## src/rtl/vwlp_pkg.sv

```systemverilog
// ----------------------------------------------------------------------------
// vwlp_pkg
// Shared types, constants and helpers of the variable width label packer.
// ----------------------------------------------------------------------------
package vwlp_pkg;

  // defaults for the top level parameters
  localparam int COORDINATES_DEF       = 128;
  localparam int MAX_PAYLOAD_BYTES_DEF = 64;

  // widest legal label width; the front packs at most one full byte per label
  localparam int MAX_WIDTH = 8;

  // fixed field widths
  localparam int LABEL_W  = 8;
  localparam int WIDTH_W  = 4;
  localparam int INDEX_W  = 6;
  localparam int USED_W   = 10;
  localparam int NBYTES_W = 7;

  // result status codes
  typedef enum logic [1:0] {
    ST_OK              = 2'd0,
    ST_LABEL_TOO_LARGE = 2'd1,
    ST_WIDTH_OVER      = 2'd2,
    ST_OVERRUN         = 2'd3
  } status_t;

  // input beat
  typedef struct packed {
    logic [LABEL_W-1:0] label;
    logic [WIDTH_W-1:0] width;
  } label_item_t;

  // result beat
  typedef struct packed {
    logic [7:0]         byte_value;
    logic [INDEX_W-1:0] byte_index;
    logic [USED_W-1:0]  bit_count;
    status_t            status;
    logic               last;
  } byte_item_t;

  // one finished set, handed from front to back
  typedef struct packed {
    logic                bank;
    logic [NBYTES_W-1:0] nbytes;
    logic [USED_W-1:0]   bit_count;
    status_t             status;
    logic [7:0]          tail;
  } desc_t;

  // payload store write request
  typedef struct packed {
    logic               en;
    logic               bank;
    logic [INDEX_W-1:0] index;
    logic [7:0]         data;
  } wr_req_t;

  // payload store read request, with bank free on the final beat of a set
  typedef struct packed {
    logic               en;
    logic               free;
    logic               bank;
    logic [INDEX_W-1:0] index;
  } rd_req_t;

  // payload length in bytes for a size select, limited by the store size
  function automatic logic [NBYTES_W-1:0] bytes_for_select(input logic sel,
                                                           input int   max_bytes);
    int n;
    n = sel ? 64 : 32;
    if (n > max_bytes) begin
      n = max_bytes;
    end
    return NBYTES_W'(n);
  endfunction

endpackage

```

## src/rtl/vwlp_desc_fifo.sv

```systemverilog
// ----------------------------------------------------------------------------
// vwlp_desc_fifo
// Two entry queue of finished set descriptors between front and back.
// ----------------------------------------------------------------------------
module vwlp_desc_fifo import vwlp_pkg::*; (
  input  logic  clk,
  input  logic  rst,
  input  logic  push,
  input  desc_t push_desc,
  input  logic  pop,
  output logic  valid,
  output desc_t head
);

  desc_t       entry [2];
  logic        wptr;
  logic        rptr;
  logic [1:0]  count;

  // entry storage
  always_ff @(posedge clk) begin
    if (push) begin
      entry[wptr] <= push_desc;
    end
  end

  // pointers and fill count
  always_ff @(posedge clk) begin
    if (rst) begin
      wptr  <= 1'b0;
      rptr  <= 1'b0;
      count <= 2'd0;
    end else begin
      if (push) begin
        wptr <= ~wptr;
      end
      if (pop) begin
        rptr <= ~rptr;
      end
      count <= count + 2'(push) - 2'(pop);
    end
  end

  assign valid = (count != 2'd0);
  assign head  = entry[rptr];

  // the front never has more than two sets outstanding
  assert property (@(posedge clk) disable iff (rst) push |-> (count != 2'd2 || pop))
    else $error("descriptor queue overflow");
  assert property (@(posedge clk) disable iff (rst) pop |-> valid)
    else $error("descriptor queue underflow");

endmodule

```

## src/rtl/vwlp_store.sv

```systemverilog
// ----------------------------------------------------------------------------
// vwlp_store
// Two bank payload memory with per byte valid bits and bank busy flags.
// ----------------------------------------------------------------------------
module vwlp_store import vwlp_pkg::*; #(
  parameter int MAX_PAYLOAD_BYTES = MAX_PAYLOAD_BYTES_DEF
) (
  input  logic       clk,
  input  logic       rst,
  input  wr_req_t    wr,
  input  rd_req_t    rd,
  input  logic       set_busy,
  input  logic       set_bank,
  output logic [1:0] bank_busy,
  output logic [7:0] rd_data,
  output logic       rd_hit
);

  localparam int STORE_BYTES = (MAX_PAYLOAD_BYTES < 64) ? MAX_PAYLOAD_BYTES : 64;
  localparam int ADDR_W      = $clog2(STORE_BYTES);
  localparam int DEPTH       = 2 * STORE_BYTES;

  logic [7:0]                   mem [DEPTH];
  logic [1:0][STORE_BYTES-1:0]  vld;
  logic [1:0]                   busy;

  logic [ADDR_W-1:0] wr_addr;
  logic [ADDR_W-1:0] rd_addr;

  assign wr_addr = wr.index[ADDR_W-1:0];
  assign rd_addr = rd.index[ADDR_W-1:0];

  // memory write port
  always_ff @(posedge clk) begin
    if (wr.en) begin
      mem[{wr.bank, wr_addr}] <= wr.data;
    end
  end

  // memory read port, registered
  always_ff @(posedge clk) begin
    if (rd.en) begin
      rd_data <= mem[{rd.bank, rd_addr}];
      rd_hit  <= vld[rd.bank][rd_addr];
    end
  end

  // byte valid bits: set on write, whole bank cleared when it is freed
  always_ff @(posedge clk) begin
    if (rst) begin
      vld <= '0;
    end else begin
      if (rd.free) begin
        vld[rd.bank] <= '0;
      end
      if (wr.en) begin
        vld[wr.bank][wr_addr] <= 1'b1;
      end
    end
  end

  // bank busy from set completion until its last beat is issued
  always_ff @(posedge clk) begin
    if (rst) begin
      busy <= 2'b00;
    end else begin
      if (set_busy) begin
        busy[set_bank] <= 1'b1;
      end
      if (rd.free) begin
        busy[rd.bank] <= 1'b0;
      end
    end
  end

  assign bank_busy = busy;

  assert property (@(posedge clk) disable iff (rst) wr.en |-> !busy[wr.bank])
    else $error("write into a bank that is being drained");
  assert property (@(posedge clk) disable iff (rst) rd.free |-> busy[rd.bank])
    else $error("free of a bank that holds no set");
  assert property (@(posedge clk) disable iff (rst) rd.en |-> busy[rd.bank])
    else $error("read from a bank that holds no set");

endmodule

```

## src/rtl/vwlp_front.sv

```systemverilog
// ----------------------------------------------------------------------------
// vwlp_front
// Accepts labels, checks them and packs complete bytes into the store.
// ----------------------------------------------------------------------------
module vwlp_front import vwlp_pkg::*; #(
  parameter int COORDINATES       = COORDINATES_DEF,
  parameter int MAX_PAYLOAD_BYTES = MAX_PAYLOAD_BYTES_DEF
) (
  input  logic        clk,
  input  logic        rst,
  input  logic        push,
  output logic        full,
  input  label_item_t label_item,
  input  logic        size_select,
  input  logic [1:0]  bank_busy,
  output wr_req_t     wr,
  output logic        desc_push,
  output desc_t       desc
);

  localparam int                CNT_W    = (COORDINATES > 1) ? $clog2(COORDINATES) : 1;
  localparam logic [CNT_W-1:0]  CNT_LAST = CNT_W'(COORDINATES - 1);

  // set state
  logic [CNT_W-1:0]    cnt;
  logic [USED_W-1:0]   bit_offset;
  status_t             err;
  logic [7:0]          acc;
  logic                wbank;
  logic [NBYTES_W-1:0] set_bytes;

  logic                accept;
  logic                is_last;
  logic [NBYTES_W-1:0] cur_bytes;
  logic [15:0]         combined;
  logic [USED_W:0]     sum;
  logic [USED_W:0]     limit;
  logic [8:0]          label_hi;
  status_t             err_chk;
  logic                pack;
  logic [4:0]          fill;
  logic                byte_done;
  logic [7:0]          acc_pack;

  assign full    = bank_busy[wbank];
  assign accept  = push & ~full;
  assign is_last = (cnt == CNT_LAST);

  // payload size is sampled on the first label of a set
  assign cur_bytes = (cnt == '0) ? bytes_for_select(size_select, MAX_PAYLOAD_BYTES)
                                 : set_bytes;

  // label checks, in priority order
  always_comb begin
    sum      = {1'b0, bit_offset} + (USED_W+1)'(label_item.width);
    limit    = (USED_W+1)'({cur_bytes, 3'b000});
    label_hi = {1'b0, label_item.label} >> label_item.width;
    if (err != ST_OK) begin
      err_chk = err;
    end else if (label_item.width > WIDTH_W'(MAX_WIDTH)) begin
      err_chk = ST_WIDTH_OVER;
    end else if (label_hi != 9'd0) begin
      err_chk = ST_LABEL_TOO_LARGE;
    end else if (sum > limit) begin
      err_chk = ST_OVERRUN;
    end else begin
      err_chk = ST_OK;
    end
  end

  // merge the label into the partial byte
  always_comb begin
    pack      = (err == ST_OK) && (err_chk == ST_OK);
    combined  = {8'h00, acc} | (16'(label_item.label) << bit_offset[2:0]);
    fill      = {2'b00, bit_offset[2:0]} + {1'b0, label_item.width};
    byte_done = (fill >= 5'd8);
    acc_pack  = byte_done ? combined[15:8] : combined[7:0];
  end

  // completed byte goes to the store
  always_comb begin
    wr.en    = accept & pack & byte_done;
    wr.bank  = wbank;
    wr.index = bit_offset[8:3];
    wr.data  = combined[7:0];
  end

  // finished set descriptor
  always_comb begin
    desc_push      = accept & is_last;
    desc.bank      = wbank;
    desc.nbytes    = cur_bytes;
    desc.bit_count = pack ? sum[USED_W-1:0] : bit_offset;
    desc.status    = err_chk;
    desc.tail      = pack ? acc_pack : acc;
  end

  // set state update
  always_ff @(posedge clk) begin
    if (rst) begin
      cnt        <= '0;
      bit_offset <= '0;
      err        <= ST_OK;
      acc        <= 8'h00;
      wbank      <= 1'b0;
    end else if (accept) begin
      if (is_last) begin
        cnt        <= '0;
        bit_offset <= '0;
        err        <= ST_OK;
        acc        <= 8'h00;
        wbank      <= ~wbank;
      end else begin
        cnt <= cnt + CNT_W'(1);
        err <= err_chk;
        if (pack) begin
          bit_offset <= sum[USED_W-1:0];
          acc        <= acc_pack;
        end
      end
    end
  end

  // latched payload size, meaningful once a set is under way
  always_ff @(posedge clk) begin
    if (accept) begin
      set_bytes <= cur_bytes;
    end
  end

  assert property (@(posedge clk) disable iff (rst)
                   (err != ST_OK && !(accept && is_last)) |=> (err == $past(err)))
    else $error("first error of a set was not held");
  assert property (@(posedge clk) disable iff (rst) wr.en |-> (err == ST_OK))
    else $error("byte packed after an error");

endmodule

```

## src/rtl/vwlp_back.sv

```systemverilog
// ----------------------------------------------------------------------------
// vwlp_back
// Drains finished sets from the store into a small result queue.
// ----------------------------------------------------------------------------
module vwlp_back import vwlp_pkg::*; (
  input  logic       clk,
  input  logic       rst,
  input  logic       desc_valid,
  input  desc_t      desc,
  output logic       desc_pop,
  output rd_req_t    rd,
  input  logic [7:0] rd_data,
  input  logic       rd_hit,
  input  logic       pop,
  output logic       empty,
  output byte_item_t byte_item
);

  localparam int OUT_DEPTH = 4;
  localparam int OPTR_W    = $clog2(OUT_DEPTH);
  localparam int OCNT_W    = OPTR_W + 1;

  // byte sequencer
  logic [INDEX_W-1:0] idx;
  logic               room;
  logic               issue;
  logic               is_err;
  logic               beat_last;
  logic               tail_hit;

  // read stage
  logic               s1_valid;
  logic [INDEX_W-1:0] s1_index;
  logic [USED_W-1:0]  s1_used;
  status_t            s1_status;
  logic               s1_last;
  logic               s1_use_tail;
  logic [7:0]         s1_tail;
  byte_item_t         s1_item;

  // result queue
  byte_item_t         ofifo [OUT_DEPTH];
  logic [OPTR_W-1:0]  owptr;
  logic [OPTR_W-1:0]  orptr;
  logic [OCNT_W-1:0]  ocnt;
  logic               opop;

  // issue a beat while the result queue can take it and the one in flight
  always_comb begin
    room      = (ocnt + OCNT_W'(s1_valid)) < OCNT_W'(OUT_DEPTH);
    issue     = desc_valid & room;
    is_err    = (desc.status != ST_OK);
    beat_last = is_err || (({1'b0, idx} + NBYTES_W'(1)) == desc.nbytes);
    tail_hit  = (desc.bit_count[2:0] != 3'd0) && (idx == desc.bit_count[8:3]);
    desc_pop  = issue & beat_last;
    rd.en     = issue & ~is_err;
    rd.free   = issue & beat_last;
    rd.bank   = desc.bank;
    rd.index  = idx;
  end

  always_ff @(posedge clk) begin
    if (rst) begin
      idx <= '0;
    end else if (issue) begin
      idx <= beat_last ? '0 : idx + INDEX_W'(1);
    end
  end

  // read stage registers
  always_ff @(posedge clk) begin
    if (rst) begin
      s1_valid <= 1'b0;
    end else begin
      s1_valid <= issue;
    end
  end

  always_ff @(posedge clk) begin
    if (issue) begin
      s1_index    <= is_err ? '0 : idx;
      s1_used     <= is_err ? '0 : desc.bit_count;
      s1_status   <= desc.status;
      s1_last     <= beat_last;
      s1_use_tail <= tail_hit;
      s1_tail     <= desc.tail;
    end
  end

  // byte value: partial tail byte, stored byte, or zero for error beats and unwritten bytes
  always_comb begin
    s1_item.byte_index = s1_index;
    s1_item.bit_count  = s1_used;
    s1_item.status     = s1_status;
    s1_item.last       = s1_last;
    if (s1_status != ST_OK) begin
      s1_item.byte_value = 8'h00;
    end else if (s1_use_tail) begin
      s1_item.byte_value = s1_tail;
    end else if (rd_hit) begin
      s1_item.byte_value = rd_data;
    end else begin
      s1_item.byte_value = 8'h00;
    end
  end

  // result queue
  assign opop  = pop & ~empty;
  assign empty = (ocnt == '0);

  always_ff @(posedge clk) begin
    if (s1_valid) begin
      ofifo[owptr] <= s1_item;
    end
  end

  always_ff @(posedge clk) begin
    if (rst) begin
      owptr <= '0;
      orptr <= '0;
      ocnt  <= '0;
    end else begin
      if (s1_valid) begin
        owptr <= owptr + OPTR_W'(1);
      end
      if (opop) begin
        orptr <= orptr + OPTR_W'(1);
      end
      ocnt <= ocnt + OCNT_W'(s1_valid) - OCNT_W'(opop);
    end
  end

  assign byte_item = ofifo[orptr];

  assert property (@(posedge clk) disable iff (rst) ocnt <= OCNT_W'(OUT_DEPTH))
    else $error("result queue overflow");
  assert property (@(posedge clk) disable iff (rst) desc_pop |-> desc_valid)
    else $error("set retired with no descriptor");

endmodule

```

## src/rtl/variable_width_label_packer_top.sv

```systemverilog
// ----------------------------------------------------------------------------
// variable_width_label_packer_top
// Packs sets of variable width labels LSB first into a 32 or 64 byte payload.
// ----------------------------------------------------------------------------
// Usage:
//   Labels enter on a queue style port: a beat is taken when push is high and
//   full is low. Every COORDINATES beats form one set. Results leave the same
//   way: the oldest result sits on byte_item while empty is low and is taken
//   when pop is high. A clean set gives one beat per payload byte with
//   last on the final byte; a set with an error gives a single status beat.
//   cfg_data selects 32 (0) or 64 (1) bytes; cfg_ready is always high and the
//   value is sampled on the first label of each set.
// Timing:
//   One label per cycle while full is low and one result per cycle while pop
//   is high, sustained. The first byte of a set passes the descriptor queue,
//   the registered read stage and the result queue. The payload memory has
//   two banks, so a set is packed while the one before drains; full rises
//   only when both banks hold undelivered sets, as while the receiver stalls pop.
// Reset:
//   rst is synchronous; it empties both banks and all queues and sets the
//   payload size back to 32 bytes. No clearing pass is needed.
// ----------------------------------------------------------------------------
module variable_width_label_packer_top import vwlp_pkg::*; #(
  parameter int COORDINATES       = COORDINATES_DEF,
  parameter int MAX_PAYLOAD_BYTES = MAX_PAYLOAD_BYTES_DEF
) (
  input  logic        clk,
  input  logic        rst,
  input  logic        push,
  output logic        full,
  input  label_item_t label_item,
  output logic        empty,
  input  logic        pop,
  output byte_item_t  byte_item,
  input  logic        cfg_valid,
  output logic        cfg_ready,
  input  logic        cfg_data
);

  logic       size_select;
  logic [1:0] bank_busy;
  wr_req_t    wr;
  rd_req_t    rd;
  logic       desc_push;
  desc_t      desc_in;
  logic       desc_valid;
  desc_t      desc_head;
  logic       desc_pop;
  logic [7:0] rd_data;
  logic       rd_hit;

  // payload size register
  assign cfg_ready = 1'b1;

  always_ff @(posedge clk) begin
    if (rst) begin
      size_select <= 1'b0;
    end else if (cfg_valid && cfg_ready) begin
      size_select <= cfg_data;
    end
  end

  // label intake and packing
  vwlp_front #(
    .COORDINATES      (COORDINATES),
    .MAX_PAYLOAD_BYTES(MAX_PAYLOAD_BYTES)
  ) u_front (
    .clk        (clk),
    .rst        (rst),
    .push       (push),
    .full       (full),
    .label_item (label_item),
    .size_select(size_select),
    .bank_busy  (bank_busy),
    .wr         (wr),
    .desc_push  (desc_push),
    .desc       (desc_in)
  );

  // two bank payload memory
  vwlp_store #(
    .MAX_PAYLOAD_BYTES(MAX_PAYLOAD_BYTES)
  ) u_store (
    .clk      (clk),
    .rst      (rst),
    .wr       (wr),
    .rd       (rd),
    .set_busy (desc_push),
    .set_bank (desc_in.bank),
    .bank_busy(bank_busy),
    .rd_data  (rd_data),
    .rd_hit   (rd_hit)
  );

  // finished set queue
  vwlp_desc_fifo u_desc_fifo (
    .clk      (clk),
    .rst      (rst),
    .push     (desc_push),
    .push_desc(desc_in),
    .pop      (desc_pop),
    .valid    (desc_valid),
    .head     (desc_head)
  );

  // byte output sequencer
  vwlp_back u_back (
    .clk       (clk),
    .rst       (rst),
    .desc_valid(desc_valid),
    .desc      (desc_head),
    .desc_pop  (desc_pop),
    .rd        (rd),
    .rd_data   (rd_data),
    .rd_hit    (rd_hit),
    .pop       (pop),
    .empty     (empty),
    .byte_item (byte_item)
  );

endmodule

```

## config.mk

```make
export PLATFORM = sky130hd
export DESIGN_NAME = variable_width_label_packer_top
export DESIGN_NICKNAME = d
export VERILOG_FILES = /design/src/rtl/vwlp_pkg.sv /design/src/rtl/vwlp_desc_fifo.sv /design/src/rtl/vwlp_store.sv /design/src/rtl/vwlp_front.sv /design/src/rtl/vwlp_back.sv /design/src/rtl/variable_width_label_packer_top.sv
export SDC_FILE = /design/constraint.sdc
export NUM_CORES = 2
export LEC_CHECK = 0
export ABC_AREA = 0
export BUFFER_PORTS_ARGS = -buffer_cell sky130_fd_sc_hd__buf_4
export CORE_MARGIN = 2
export CORE_UTILIZATION = 35
export DETAILED_ROUTE_END_ITERATION = 8
export GPL_TIMING_DRIVEN = 0
export RECOVER_POWER = 25
export SETUP_SLACK_MARGIN = 0.3
export SLEW_MARGIN = 20
export SYNTH_ARGS = -nofsm -noshare
export SYNTH_HDL_FRONTEND = slang
export SYNTH_SLANG_ARGS = --single-unit
```

## constraint.sdc

```tcl
create_clock -name clk -period 12.78 [get_ports clk]
set_clock_uncertainty 0.1 [all_clocks]
set_input_delay 3.195 -clock clk [delete_from_list [all_inputs] [get_ports clk]]
set_output_delay 3.195 -clock clk [all_outputs]
set_load 0.02 [all_outputs]
```

==> results.json <==
{
  "drt-total-wl_mm": 142,
  "rsz0062_at_grt": "false",
  "grt_usage": 0.172,
  "fin_ws_ps": 4030,
  "drtPass1Iterations": 6,
  "worstHoldPathCells": 1,
  "place_ws_ps": 3620,
  "dp_hpwl_mm": 93.8,
  "syn2layout_area_growth_pct": 13.9,
  "syn_inst": 2913,
  "antenna_found_initial": 2,
  "ys_warn_count": 0,
  "p_per_area_nw_per_um2": 151,
  "io_pins": 48,
  "cts_resized": 0,
  "globalRouteOverflowTotal": 0,
  "coreArea_um2": 159000,
  "postCtsSetupRepairBufs": 0,
  "synth_area_um2": 56100,
  "setup_tns_ps": 0,
  "grt_pass1_vias": 28700,
  "stdcell_count": 5314,
  "tightest_slew_ps": 4760,
  "rows": 146,
  "drv_slew": 478,
  "numCtsBuffers": 144,
  "maxCapViolCount": 10,
  "peakVddDrop_mv": 0.123,
  "clkTransAtPathRegs_ps": 60,
  "avgSynthCellArea_um2": 19.2,
  "initial_utilization": 0.353,
  "setup.worst_path.end_class": "register",
  "hp-class": "register to register",
  "seq_area_frac_synth": 0.724,
  "grt_max_degree": 109,
  "die_height_um": 404,
  "cts_buffer_depth": 3,
  "synthFlopType": "edfxtp_1",
  "crit_required_ps": 12760,
  "reg2reg_slack_ps": 5620,
  "ys_types": 81,
  "synth-async-reset-ratio": 0,
  "violations": "capacitance limit, slew limit",
  "final_area_um2": 63800,
  "hold_violations": 0,
  "relSlewSlack": -2.18,
  "holdBufCountCts": 0,
  "hold-worst-slack_ps": 362,
  "synth_top_area_frac": 0.660,
  "worst_ep_arrival_time_ps": 8730,
  "insertion_delay_ps": 780,
  "hp-start": "u_store.vld[10]",
  "p_leak_nw": 19.8,
  "vias_per_cell": 5.44,
  "cts_max_level": 4,
  "drive_gt1_frac": 0.226,
  "setup_viol": 0,
  "whs_endpoint": "u_store.vld[10]",
  "cts_tree": "done",
  "fmax_mhz": 114,
  "die-area_um2": 163000,
  "place_area_um2": 59400,
  "r2r_end": "u_store.mem[99][2]",
  "yosysTopAreaCell": "edfxtp_1",
  "critPathLaunchType": "primary input",
  "period_share": 0.684,
  "dp.cells": 5049,
  "nets": 3166,
  "crit_type": "primary input to register",
  "min_period_ps": 8750,
  "clock-sinks": 1412,
  "cts_root_buffer": "clkbuf_16",
  "status": "complete, but fails checks",
  "synth-edff-count": 1232,
  "syn_nets": 2956,
  "worstRegToRegCells": 7,
  "grt_pass1_wl_mm": 204,
  "globalplace.congestion": 0.872,
  "num_vias": 28900,
  "drc": 0,
  "wl_per_cell_um": 26.7,
  "cp_max_fo": 65,
  "die_w_um": 404,
  "rr_startpoint": "u_front.bit_offset[1]",
  "ys_ff_latch": 1412,
  "power_mw": 9.61,
  "antenna_left": 0,
  "drt-initial-drc-count": 3319,
  "post_synth_main_area_contributors": "edfxtp_1 (66%), mux4_2 (14%), dfxtp_1 (6.4%), a22o_1 (1.8%), nor2_1 (1.5%)",
  "portBuffers": 46,
  "fin_util": 0.402
}
-- kinds of logic after synthesis --
logic type	count (synthesis)	share of synthesized area
fa+ha+maj	25	0.00571
flops	1412	0.724
mux	457	0.165
xor+xnor	43	0.00746
other cells	1	0.0000669
compound gates	284	0.0401
buf+inv	224	0.0192
simple gates	467	0.0380
-- registers in the layout (all words and copies together) (netlist names), 3 cells and up, named ones only --
register and flops:
u_back.idx 6, u_back.ocnt 3, u_back.ofifo 108, u_back.s1_index 6, u_back.s1_tail 8, u_back.s1_used 10, u_desc_fifo.entry 56, u_front.acc 8
u_front.bit_offset 10, u_front.cnt 7, u_front.set_bytes 7, u_store.mem 1024, u_store.rd_data 8, u_store.vld 128
-- critical path, stage by stage --
cell and delay [ps]:
clkbuf_1 220, mux2i_1 110, o21ai_0 290, a21o_4 170, clkbuf_1 2150, clkbuf_1 2470
-- cells in the mapped netlist (26+ instances only) --
master    instances
edfxtp_1       1232
mux4_2          353
nand3_1          29
clkbuf_1         88
a22o_1          115
mux2i_1          65
inv_1            38
buf_2            61
a21oi_1          33
nand2_1          87
nor2_1          222
dfxtp_1         180
o21ai_0          26
-- worst max path at each step --
stage                  start             endpoint  slack [ps]
2_1_floorplan  label_item[0]  u_store.mem[112][0]        5460
3_5_place_dp   label_item[0]  u_store.mem[117][0]        3620
3_3_place_gp   label_item[0]  u_store.mem[103][7]        3670
4_1_cts        label_item[0]  u_store.mem[117][7]        4430
6_report       label_item[4]   u_store.mem[99][2]        4030
5_1_grt        label_item[4]  u_store.mem[118][2]        3470
-- layer usage --
metal,part of all wire,wire [um],global-route usage,up-vias
li1,-,-,-,12300
met1,0.42,60200,0.240,15300
met2,0.48,67400,0.272,1113
met3,0.072,10200,0.0334,203
met4,0.027,3790,0.0551,2
met5,0.000092,13,0,-
-- placed cells by master (no fill, tap or decap), types with 60 or more instances in the layout --
cell type / count
mux2i_1: 65
edfxtp_1: 1232
nor2_1: 220
buf_2: 60
a22o_1: 115
nand2_1: 87
clkbuf_16: 147
mux4_2: 353
clkbuf_1: 128
dfxtp_1: 180
-- final cells by class --
class | instances | area [um^2]
Clock buffer | 184 | 3880
Fill cell | 14000 | 94900
Multi-Input combinational cell | 1277 | 14400
Buffer | 184 | 910
Timing Repair Buffer | 64 | 606
Antenna cell | 1 | 2.50
Inverter | 40 | 163
Clock inverter | 80 | 694
Tap cell | 2072 | 2590
Sequential cell | 1412 | 40600
-- report_power, final --
| part | switching [mW] | internal, mW | leakage (nW) |
|---|---|---|---|
| Combinational | 0.277 | 0.103 | 5.02 |
| Clock | 1.78 | 2.34 | 2.26 |
| Sequential | 0.00537 | 5.11 | 12.6 |
No activity file was read; power rests on OpenSTA's default activity.
